File: config.mk
export PLATFORM = sky130hd
export DESIGN_NAME = coordinate_hash_random
export DESIGN_NICKNAME = d
export VERILOG_FILES = /design/src/design/chr_pkg.sv /design/src/design/chr_norm.sv /design/src/design/coordinate_hash_random.sv
export SDC_FILE = /design/constraint.sdc
export NUM_CORES = 2
export LEC_CHECK = 0
export BUFFER_PORTS_ARGS = -buffer_cell sky130_fd_sc_hd__buf_2
export CAP_MARGIN = 25
export CORE_ASPECT_RATIO = 1.25
export CORE_MARGIN = 5
export CORE_UTILIZATION = 35
export CTS_CLUSTER_SIZE = 25
export DETAILED_ROUTE_END_ITERATION = 12
export GPL_TIMING_DRIVEN = 0
export PLACE_DENSITY = 0.47
export SLEW_MARGIN = 0
export SYNTH_ARGS = -nofsm -noshare
export SYNTH_HDL_FRONTEND = slang
export SYNTH_SLANG_ARGS = --single-unit
export TNS_END_PERCENT = 1
File: constraint.sdc
create_clock -name clk -period 13.95 [get_ports clk]
set_input_delay 1.395 -clock clk [delete_from_list [all_inputs] [get_ports clk]]
set_output_delay 1.395 -clock clk [all_outputs]
set_load 0.1 [all_outputs]
File: src/design/chr_pkg.sv
`timescale 1ns / 1ps
`default_nettype none
package chr_pkg;

	localparam int unsigned WORD_W = 32;
	localparam int unsigned MANT_W = 23;
	localparam int unsigned SHIFT_W = 5;
	localparam int unsigned EXP_W = 8;

	localparam logic [WORD_W-1:0] HASH_K0 = 32'd576942909;
	localparam logic [WORD_W-1:0] HASH_K1 = 32'd1121052041;
	localparam logic [WORD_W-1:0] HASH_K2 = 32'd1040796640;
	localparam int unsigned FOLD_SHIFT = 16;
	localparam int unsigned MANT_SHIFT = 9;
	// Biased exponent of a mantissa whose leading one sits at bit 22 is 126.
	localparam logic [EXP_W-1:0] EXP_TOP = 8'd126;

	localparam logic MODE_INT = 1'b0;
	localparam logic MODE_FLOAT = 1'b1;

	typedef enum logic [4:0] {
		ST_IDLE = 5'b00001,
		ST_MUL1 = 5'b00010,
		ST_MUL2 = 5'b00100,
		ST_NORM = 5'b01000,
		ST_EMIT = 5'b10000
	} state_t;

endpackage
`default_nettype wire

File: src/design/chr_norm.sv
`timescale 1ns / 1ps
`default_nettype none
module chr_norm (
	input  wire logic                       clk,
	input  wire logic                       arst_n,
	input  wire logic                       start,
	input  wire logic [chr_pkg::WORD_W-1:0] hash,
	output logic                            done,
	output logic      [chr_pkg::WORD_W-1:0] float_bits
);
	import chr_pkg::*;

	logic                busy_q;
	logic                done_q;
	logic [2:0]          step_q;
	logic [MANT_W-1:0]   mant_q;
	logic [SHIFT_W-1:0]  sh_q;
	logic [MANT_W-1:0]   mant_next;
	logic [SHIFT_W-1:0]  sh_next;
	logic [EXP_W-1:0]    exp_bits;

	// One step of a binary leading-zero search: try 16, 8, 4, 2 then 1 places.
	always_comb begin
		mant_next = mant_q;
		sh_next = sh_q;
		case (step_q)
			3'd0: begin
				if (mant_q[22:7] == '0) begin
					mant_next = {mant_q[6:0], 16'b0};
					sh_next = sh_q + 5'd16;
				end
			end
			3'd1: begin
				if (mant_q[22:15] == '0) begin
					mant_next = {mant_q[14:0], 8'b0};
					sh_next = sh_q + 5'd8;
				end
			end
			3'd2: begin
				if (mant_q[22:19] == '0) begin
					mant_next = {mant_q[18:0], 4'b0};
					sh_next = sh_q + 5'd4;
				end
			end
			3'd3: begin
				if (mant_q[22:21] == '0) begin
					mant_next = {mant_q[20:0], 2'b0};
					sh_next = sh_q + 5'd2;
				end
			end
			3'd4: begin
				if (mant_q[22] == 1'b0) begin
					mant_next = {mant_q[21:0], 1'b0};
					sh_next = sh_q + 5'd1;
				end
			end
			default: begin
				mant_next = mant_q;
				sh_next = sh_q;
			end
		endcase
	end

	always_ff @(posedge clk or negedge arst_n) begin
		if (!arst_n) begin
			busy_q <= 1'b0;
			done_q <= 1'b0;
			step_q <= '0;
		end else begin
			done_q <= 1'b0;
			if (start) begin
				busy_q <= 1'b1;
				step_q <= '0;
			end else if (busy_q) begin
				step_q <= step_q + 3'd1;
				if (step_q == 3'd4) begin
					busy_q <= 1'b0;
					done_q <= 1'b1;
				end
			end
		end
	end

	always_ff @(posedge clk) begin
		if (start) begin
			mant_q <= hash[WORD_W-1:MANT_SHIFT];
			sh_q <= '0;
		end else if (busy_q) begin
			mant_q <= mant_next;
			sh_q <= sh_next;
		end
	end

	assign exp_bits = EXP_TOP - {{(EXP_W-SHIFT_W){1'b0}}, sh_q};
	assign done = done_q;
	// A zero mantissa gives +0.0; otherwise the leading one is implicit.
	assign float_bits = (mant_q == '0) ? '0 : {1'b0, exp_bits, mant_q[MANT_W-2:0], 1'b0};

endmodule
`default_nettype wire

File: src/design/coordinate_hash_random.sv
`timescale 1ns / 1ps
`default_nettype none
// Each term runs through one shared 32x32 multiplier twice, in MUL1 and then MUL2,
// and a following term of the same run is taken in MUL2.
// A last term gives its word after MUL1 and MUL2 through EMIT in integer mode, and
// through NORM and EMIT in float mode, where a five-step leading-zero search follows;
// the next term can be taken as the word is raised; EMIT holds while the output is full.
// Reset clears the accumulator, the output mode and all control state but last_q.
module coordinate_hash_random (
	input  wire logic                       clk,
	input  wire logic                       arst_n,
	input  wire logic                       in_valid,
	output logic                            in_ready,
	input  wire logic [chr_pkg::WORD_W-1:0] term,
	input  wire logic                       last_term,
	output logic                            out_valid,
	input  wire logic                       out_ready,
	output logic      [chr_pkg::WORD_W-1:0] random_bits,
	input  wire logic                       cfg_we,
	input  wire logic                       cfg_wdata
);
	import chr_pkg::*;

	state_t              state_q;
	logic                mode_q;
	logic                last_q;
	logic [WORD_W-1:0]   acc_q;
	logic [WORD_W-1:0]   x_q;
	logic [WORD_W-1:0]   t_q;
	logic [WORD_W-1:0]   h_q;
	logic [WORD_W-1:0]   out_q;
	logic                out_valid_q;
	logic [WORD_W-1:0]   mul_a;
	logic [WORD_W-1:0]   product;
	logic [WORD_W-1:0]   poly;
	logic [WORD_W-1:0]   fold;
	logic                accept;
	logic                slot_free;
	logic                norm_start;
	logic                norm_done;
	logic [WORD_W-1:0]   norm_bits;

	// The shared multiplier: K2 * x in MUL1, t * x in MUL2.
	assign mul_a = (state_q == ST_MUL1) ? HASH_K2 : t_q;
	assign product = mul_a * x_q;
	assign poly = product[WORD_W-1:0] + HASH_K0;
	assign fold = poly ^ (poly >> FOLD_SHIFT);

	assign in_ready = (state_q == ST_IDLE) || ((state_q == ST_MUL2) && !last_q);
	assign accept = in_valid && in_ready;
	assign slot_free = !out_valid_q || out_ready;
	assign norm_start = (state_q == ST_MUL2) && last_q && (mode_q == MODE_FLOAT);

	chr_norm u_norm (
		.clk        (clk),
		.arst_n     (arst_n),
		.start      (norm_start),
		.hash       (fold),
		.done       (norm_done),
		.float_bits (norm_bits)
	);

	always_ff @(posedge clk or negedge arst_n) begin
		if (!arst_n) begin
			state_q <= ST_IDLE;
			mode_q <= MODE_INT;
			acc_q <= '0;
			out_valid_q <= 1'b0;
		end else begin
			if (cfg_we) begin
				mode_q <= cfg_wdata;
			end
			if (out_valid_q && out_ready && state_q != ST_EMIT) begin
				out_valid_q <= 1'b0;
			end
			case (state_q)
				ST_IDLE: begin
					if (accept) begin
						state_q <= ST_MUL1;
					end
				end
				ST_MUL1: begin
					state_q <= ST_MUL2;
				end
				ST_MUL2: begin
					if (last_q) begin
						acc_q <= '0;
						state_q <= (mode_q == MODE_FLOAT) ? ST_NORM : ST_EMIT;
					end else if (accept) begin
						acc_q <= poly;
						state_q <= ST_MUL1;
					end else begin
						acc_q <= poly;
						state_q <= ST_IDLE;
					end
				end
				ST_NORM: begin
					if (norm_done) begin
						state_q <= ST_EMIT;
					end
				end
				ST_EMIT: begin
					if (slot_free) begin
						out_valid_q <= 1'b1;
						state_q <= ST_IDLE;
					end
				end
				default: begin
					state_q <= ST_IDLE;
				end
			endcase
		end
	end

	always_ff @(posedge clk) begin
		if (accept) begin
			// In the second multiply state (MUL2) the fresh accumulator is still in flight.
			x_q <= ((state_q == ST_MUL2) ? poly : acc_q) + term;
			last_q <= last_term;
		end
		if (state_q == ST_MUL1) begin
			t_q <= product[WORD_W-1:0] + HASH_K1;
		end
		if (state_q == ST_MUL2 && last_q) begin
			h_q <= fold;
		end else if (state_q == ST_NORM && norm_done) begin
			h_q <= norm_bits;
		end
		if (state_q == ST_EMIT && slot_free) begin
			out_q <= h_q;
		end
	end

	assign out_valid = out_valid_q;
	assign random_bits = out_q;

	a_busy_after_accept: assert property (@(posedge clk) disable iff (!arst_n)
		accept |=> !in_ready)
		else $error("input taken again in the cycle after a word was accepted");

	a_run_returns_idle: assert property (@(posedge clk) disable iff (!arst_n)
		(state_q == ST_MUL2 && !last_q && !accept) |=> state_q == ST_IDLE)
		else $error("sequencer did not return to idle after a non-final term");

	a_norm_done_in_norm: assert property (@(posedge clk) disable iff (!arst_n)
		norm_done |-> state_q == ST_NORM)
		else $error("normaliser finished outside its state");

	a_norm_only_float: assert property (@(posedge clk) disable iff (!arst_n)
		state_q == ST_NORM |-> mode_q == MODE_FLOAT)
		else $error("normalising while in integer mode");

endmodule
`default_nettype wire
# After elaboration in Yosys (flattened, before gate mapping)

Index checks and enable logic that the tools add are counted.

Eq/ne operators: 23
Muxes and demuxes: 38
Add/subtract/negate cells: 10
Bitwise gates (word level): 1
Reduce and logical (&&, ||, !) cells: 26
Multipliers: 1

Operators with widths:

| operator                 | count |
|---|---|
| $mux W23                 | 7 |
| $mux W32                 | 5 |
| $pmux W23 S5             | 1 |
| $mux W5                  | 10 |
| $pmux W5 S5              | 2 |
| $add A32 B30 Y32 const B | 1 |
| $add A32 B31 Y32 const B | 1 |
| $add A32 B32 Y32         | 1 |
| $mul A32 B32 Y32         | 1 |
| $xor A32 B16 Y32         | 1 |
| $mux W31                 | 1 |
| $logic_not A23 Y1        | 1 |
| $logic_not A16 Y1        | 1 |
| $reduce_and A7 Y1        | 2 |
| $ne A3 B2 Y1 const B     | 4 |
| $ne A2 B1 Y1 const B     | 5 |
| $mux W1                  | 9 |
| $logic_and A1 B1 Y1      | 8 |
| $logic_not A8 Y1         | 1 |
| $sub A7 B5 Y8 const A    | 1 |
| $eq A3 B2 Y1 const B     | 2 |
| $mux W3                  | 2 |
| $ne A2 B2 Y1 const B     | 3 |
| $reduce_and A6 Y1        | 1 |
| 25 further kinds         | 28 |

Bits of input ports: 39
Output and inout port bits: 34
Register bits after elaboration: 201
Logic and storage cells: 114

# Logic depth before layout (Yosys ltp)

Word-level depth: 7
Gate-level depth with buffers: 46
Depth with buffers taken out: 40

# Hierarchy

A second synthesis with hierarchy kept.

Cells, all modules: 2918
Area, all modules: 27789.2 um^2

Modules (own cells, without submodules):

| module                 | area an instance (um^2) | times used | cells each |
|---|---|---|---|
| coordinate_hash_random | 25316.8                 | 1          | 2639 |
| chr_norm               | 2472.4                  | 1          | 279 |

# Worst setup path after synthesis

Ideal clock, no wire load.

Path kind: reg2reg
Start: register state_q[2]
End: register x_q[31] (data pin)
Path slack: 3312 ps
Data required time: 13682 ps
Stages on the path, launching flop included: 42
Arrival: 10371 ps
Setup time: 268 ps
Period minus slack after synthesis: 10638 ps
Cells stage by stage: dfrtp_1 buf_6 or4b_4 or2_4 buf_6 buf_2 clkbuf_1 clkbuf_1 and3_1 fa_1 fa_1 fa_1 inv_1 fa_1 inv_1 fa_1 inv_1 fa_1 [... 6 more ...] or3b_2 a21oi_1 nor2_1 xor2_1 or2_2 o21bai_1 xnor2_1 o21ai_0 ha_1 a21o_1 a21o_1 a21oi_1 o31ai_1 nand3_1 nand2_1 a21o_1 a21oi_1 xnor3_1

Cells in the longest elaborated chain, start to end: 6
Elaborated cells between the ends (all ways): 7
Classes of those cells: 2 x add/sub; 1 x mul; 2 x eq/ne; 2 x mux

Ends and longest elaborated chain:

| what                   | RTL line                      | text |
|---|---|---|
| from (decl)            | coordinate_hash_random.sv:24  | `state_t state_q;` |
| from (signal assigned) | coordinate_hash_random.sv:88  | `state_q <= (mode_q == MODE_FLOAT) ? ST_NORM : ST_EMIT;` |
| $eq A5 B2 Y1           | coordinate_hash_random.sv:44  | `assign mul_a = (state_q == ST_MUL1) ? HASH_K2 : t_q;` |
| $mux W32               | coordinate_hash_random.sv:44  |  |
| $mul A32 B32 Y32       | coordinate_hash_random.sv:45  | `assign product = mul_a * x_q;` |
| $add A32 B30 Y32       | coordinate_hash_random.sv:46  | `assign poly = product[WORD_W-1:0] + HASH_K0;` |
| $mux W32 (*)           | coordinate_hash_random.sv:118 | `x_q <= ((state_q == ST_MUL2) ? poly : acc_q) + term;` |
| $add A32 B32 Y32 (*)   | coordinate_hash_random.sv:118 |  |
| to (signal assigned)   | coordinate_hash_random.sv:118 |  |
| to (decl)              | coordinate_hash_random.sv:28  | `logic [WORD_W-1:0] x_q;` |

Mark *: on every way between the ends. The rest lies on a longest branch, timed or not.
A chain may end at the register's enable or synchronous reset.

# Worst setup path after layout

Same ends and word-level chain as after synthesis.

==> report_table.html <==
<table>
<tr><th>Metric</th><th>Value</th></tr>
<tr><th colspan="2">Outcome</th></tr>
<tr><td>Status</td><td>complete, no violations</td></tr>
<tr><th colspan="2">Route</th></tr>
<tr><td>Count of vias placed by the detailed router</td><td>21.66k</td></tr>
<tr><td>Post-route antenna net violation count</td><td>0</td></tr>
<tr><td>First drt pass iteration count</td><td>8</td></tr>
<tr><td>Starting DRT DRC Count</td><td>approximately 1.4k</td></tr>
<tr><td>Per-cell via count in the routed design</td><td>5.301</td></tr>
<tr><td>Detailed-route wire length per cell</td><td>approximately 25 microns</td></tr>
<tr><td>DRC</td><td>0</td></tr>
<tr><td>Wire length reported by the detailed router</td><td>102,800 microns</td></tr>
<tr><th colspan="2">Hold path</th></tr>
<tr><td>Number of cells traversed by the worst hold path</td><td>0</td></tr>
<tr><td>Hold Crit Start</td><td>h_q[25]$_DFFE_PP_</td></tr>
<tr><td>Endpoint of the worst hold path</td><td>random_bits[25]$_DFFE_PP_</td></tr>
<tr><td>Worst min-delay path class</td><td>reg2reg</td></tr>
<tr><th colspan="2">Layout</th></tr>
<tr><td>Nets@finish</td><td>around 3.6k</td></tr>
<tr><td>Post-layout utilization of the core</td><td>0.3868</td></tr>
<tr><td>Area growth from synthesis to final layout</td><td>9.468%</td></tr>
<tr><td>Post-Layout Inst Area</td><td>30,020 sq um</td></tr>
<tr><td>Number of antenna cells inserted</td><td>0</td></tr>
<tr><td>Layout cells sized above 1</td><td>0.05490</td></tr>
<tr><th colspan="2">Synth</th></tr>
<tr><td>Number of enable flip-flop cells after synthesis</td><td>around 150</td></tr>
<tr><td>Post-synthesis cell type with the largest combined area</td><td>sky130_fd_sc_hd__fa_1</td></tr>
<tr><td>Most common cell in the synthesized netlist</td><td>sky130_fd_sc_hd__inv_1</td></tr>
<tr><td>Top FF cell, synth</td><td>sky130_fd_sc_hd__edfxtp_1</td></tr>
<tr><td>Instance count of the mapped netlist</td><td>2,917</td></tr>
<tr><td>YS warnings</td><td>0</td></tr>
<tr><td>Count of distinct cell types in the synthesized netlist</td><td>85</td></tr>
<tr><td>Share of the yosys chip area belonging to registers</td><td>0.2103</td></tr>
<tr><td>Flops &amp; latches, synth</td><td>201</td></tr>
<tr><td>Net Count, Synth</td><td>3,534</td></tr>
<tr><td>Average instance area after synthesis</td><td>around 9.4 sq um</td></tr>
<tr><td>Most numerous cell types in the synthesized netlist</td><td>sky130_fd_sc_hd__inv_1 (442), sky130_fd_sc_hd__fa_1 (409), sky130_fd_sc_hd__nand2_1 (379)</td></tr>
<tr><td>Netlist area before placement</td><td>27,420 sq um</td></tr>
<tr><td>Async SR Flop Fraction</td><td>0.2189</td></tr>
<tr><td>Synth top area cells</td><td>sky130_fd_sc_hd__fa_1 (30%), sky130_fd_sc_hd__edfxtp_1 (17%), sky130_fd_sc_hd__ha_1 (7.7%)</td></tr>
<tr><td>Proportion of netlist area held by the largest area contributor</td><td>0.2986</td></tr>
<tr><th colspan="2">GRT</th></tr>
<tr><td>Global-route layer with the greatest usage</td><td>met2</td></tr>
<tr><td>GR Overflow Total</td><td>0</td></tr>
<tr><td>Maximum number of pins on one net before global-route repair</td><td>34</td></tr>
<tr><td>Met3 Resource Use GR</td><td>0.02202</td></tr>
<tr><td>Total GRT Usage</td><td>0.2443</td></tr>
<tr><td>Vias in the first global route</td><td>23.14k</td></tr>
<tr><td>Met2 routing resource usage after global routing</td><td>0.4570</td></tr>
<tr><td>Antenna violations before repair</td><td>3</td></tr>
<tr><td>Met1 track utilization from global routing</td><td>0.2800</td></tr>
<tr><td>Wire length of the first global-routing pass</td><td>152,000 microns</td></tr>
<tr><th colspan="2">Timing</th></tr>
<tr><td>Setup TNS after final layout</td><td>0 ps</td></tr>
<tr><td>Final period util</td><td>0.9545</td></tr>
<tr><td>Maximum clock frequency</td><td>75.11 MHz</td></tr>
<tr><td>Hold Violations, Final</td><td>0</td></tr>
<tr><td>Setup repair after global routing missed its margin</td><td>no</td></tr>
<tr><td>Worst-Margin Slew</td><td>~1100 ps</td></tr>
<tr><td>Relative slew margins</td><td>0.2527</td></tr>
<tr><td>Finish-stage setup viols</td><td>0</td></tr>
<tr><td>Max-slew violation count</td><td>0</td></tr>
<tr><td>Minimum clock period after layout</td><td>13,310 ps</td></tr>
<tr><td>Layout Skew</td><td>23.01 ps</td></tr>
<tr><th colspan="2">Die</th></tr>
<tr><td>Core area</td><td>77,590 sq um</td></tr>
<tr><td>Count of boundary I/O pins</td><td>73</td></tr>
<tr><td>Initial cell density of the core</td><td>0.3534</td></tr>
<tr><td>Die outline area</td><td>around 84,000 sq um</td></tr>
<tr><td>Vertical die dimension</td><td>322.9 microns</td></tr>
<tr><td>Row count</td><td>between 100 and 150</td></tr>
<tr><td>Chip width</td><td>260.4 microns</td></tr>
<tr><th colspan="2">Critical path</th></tr>
<tr><td>Capturing point of the worst reg2reg path</td><td>x_q[31]$_DFFE_PP_</td></tr>
<tr><td>Worst path required time</td><td>14,200 ps</td></tr>
<tr><td>Category of the worst setup path capture point</td><td>flip-flop</td></tr>
<tr><td>Biggest cell delay along the critical path</td><td>640 ps</td></tr>
<tr><td>Cell repeated most along the worst path</td><td>sky130_fd_sc_hd__fa_1</td></tr>
<tr><td>Arrival time at the worst endpoint</td><td>13,570 ps</td></tr>
<tr><td>Source of the worst register-to-register timing path</td><td>state_q[2]$_DFFE_PN0P_</td></tr>
<tr><td>Reg2Reg Setup Slack</td><td>640 ps</td></tr>
<tr><td>Critical path peak fanout</td><td>10</td></tr>
<tr><td>R2R depth</td><td>44</td></tr>
<tr><td>Classification of the worst setup path</td><td>reg2reg</td></tr>
<tr><td>Slowest stage cell on the critical path</td><td>sky130_fd_sc_hd__fa_1</td></tr>
<tr><td>Launching element type of the critical path</td><td>flip-flop</td></tr>
<tr><th colspan="2">Clock tree</th></tr>
<tr><td>Insertion delay to the later sink of the worst-skew pair</td><td>520 ps</td></tr>
<tr><td>Register clock-pin slew on the reported worst setup and hold paths</td><td>70 ps</td></tr>
<tr><td>Hold Buf Count CTS</td><td>0</td></tr>
<tr><td>Clk sink count</td><td>between 200 and 250</td></tr>
<tr><td>Count of H-tree levels built during CTS</td><td>1</td></tr>
<tr><td>Maximum buffer depth of the clock tree</td><td>3</td></tr>
<tr><td>Root buffer cell</td><td>sky130_fd_sc_hd__clkbuf_16</td></tr>
<tr><td>Number of clock buffers inserted by TritonCTS</td><td>21</td></tr>
<tr><td>CTS tree</td><td>done</td></tr>
<tr><th colspan="2">Flow run</th></tr>
<tr><td>Number of max-cap violations</td><td>0</td></tr>
<tr><th colspan="2">Place</th></tr>
<tr><td>Final weighted congestion of routability-driven global placement</td><td>0.9801</td></tr>
<tr><td>Total half-perimeter wirelength after legalization and detailed placement</td><td>85,350 microns</td></tr>
<tr><td>Number of input and output port buffers inserted</td><td>72</td></tr>
<tr><td>Cell area reported after detailed placement</td><td>29,260 sq um</td></tr>
</table>
[per-stage QoR]
| step | hold slack, ps | instances | setup WS (ps) |
|---|---|---|---|
| after floorplan | 400.3 | 2917 | 3312 |
| after global routing | 419.9 | 4086 | 47.50 |
| after global placement | 408.4 | 4033 | -147.6 |
| after CTS | 419.7 | 4083 | 204.7 |
| final | 419.6 | 4086 | 635.3 |
| after detailed placement | 406.5 | 4046 | 84.55 |
[final cells by class]
cell class / instances / area (sq um)
sequential: 201 / 5767
clock inverter: 10 / 123.9
inverter: 443 / 1663
multi-input combinational: 2109 / 19380
tap: 1044 / 1306
timing repair buffer: 88 / 540.5
fill: 7944 / 47580
clock buffer: 27 / 588.1
buffer: 164 / 643.1
[registers in the layout, summed over array words and instances, names as in the netlist]
name,flops
u_norm.sh_q,5
mode_q,1
state_q,5
u_norm.done,1
t_q,32
u_norm.busy_q,1
h_q,32
out_valid,1
random_bits,32
acc_q,32
u_norm.step_q,3
last_q,1
x_q,32
u_norm.mant_q,23
[worst max-delay path: cells and delay by family (launching register included)]
family	cells	cell delay, ps
compound gates	11	2190
fa+ha+maj	10	4260
flops	1	380
buf+inv	11	2060
xor+xnor	3	1390
simple gates	9	2740
[logic make-up (layout without fill, tap and decap cells)]
family,after synthesis,count (layout),share of synthesized area
xor+xnor,166,166,0.05485
fa+ha+maj,578,578,0.3757
mux,12,12,0.004654
flops,201,201,0.2103
compound gates,414,414,0.1009
buf+inv,607,732,0.08401
simple gates,939,939,0.1695
[how the worst max path moves through the flow]
stage	startpoint	to	slack [ps]	cells past startpoint
after floorplan	state_q[2]$_DFFE_PN0P_	x_q[31]$_DFFE_PP_	3310	41
after global placement	state_q[2]$_DFFE_PN0P_	x_q[31]$_DFFE_PP_	-150	39
after detailed placement	state_q[2]$_DFFE_PN0P_	x_q[31]$_DFFE_PP_	80	42
after CTS	state_q[2]$_DFFE_PN0P_	x_q[31]$_DFFE_PP_	200	40
after global routing	state_q[2]$_DFFE_PN0P_	x_q[30]$_DFFE_PP_	50	42
final	state_q[2]$_DFFE_PN0P_	x_q[31]$_DFFE_PP_	640	44
[cells in the final DEF, fill, tap and decap left out, drive strengths merged, types with 6 or more instances in the layout]
cell type,count
a21o,32
clkinv,7
fa,409
o21ai,110
nand4,7
xnor2,103
o22ai,9
or4,6
o31ai,8
mux2i,9
nor4,8
nand3,48
a211oi,19
a22o,11
a31oi,13
nor2b,15
edfxtp,152
nand2b,19
nor2,91
nor3,23
o21a,18
ha,169
o211ai,15
buf,104
o21bai,10
clkbuf,175
xor2,61
a21oi,88
and2,148
or2,7
dfrtp,43
a222oi,18
and3,173
nand2,379
inv,443
a221oi,6
[layer usage]
layer	wire (microns)	up-vias
met5	0	-
met4	6312	0
met3	4462	222
met2	53950	760
met1	38060	10950
li1	-	9725
[what timing repair did]
item / 4_1_cts / 5_1_grt
pin swaps: 0 / 0
setup endpoints to repair: 1 / 1
setup buffers: 0 / 0
gates resized for setup: 1 / 3
endpoints found under the hold margin: 0 / 0
Power is left out: the tool's default activity adds up to more than one toggle a clock period on the data nets, which glitch-free logic cannot reach.
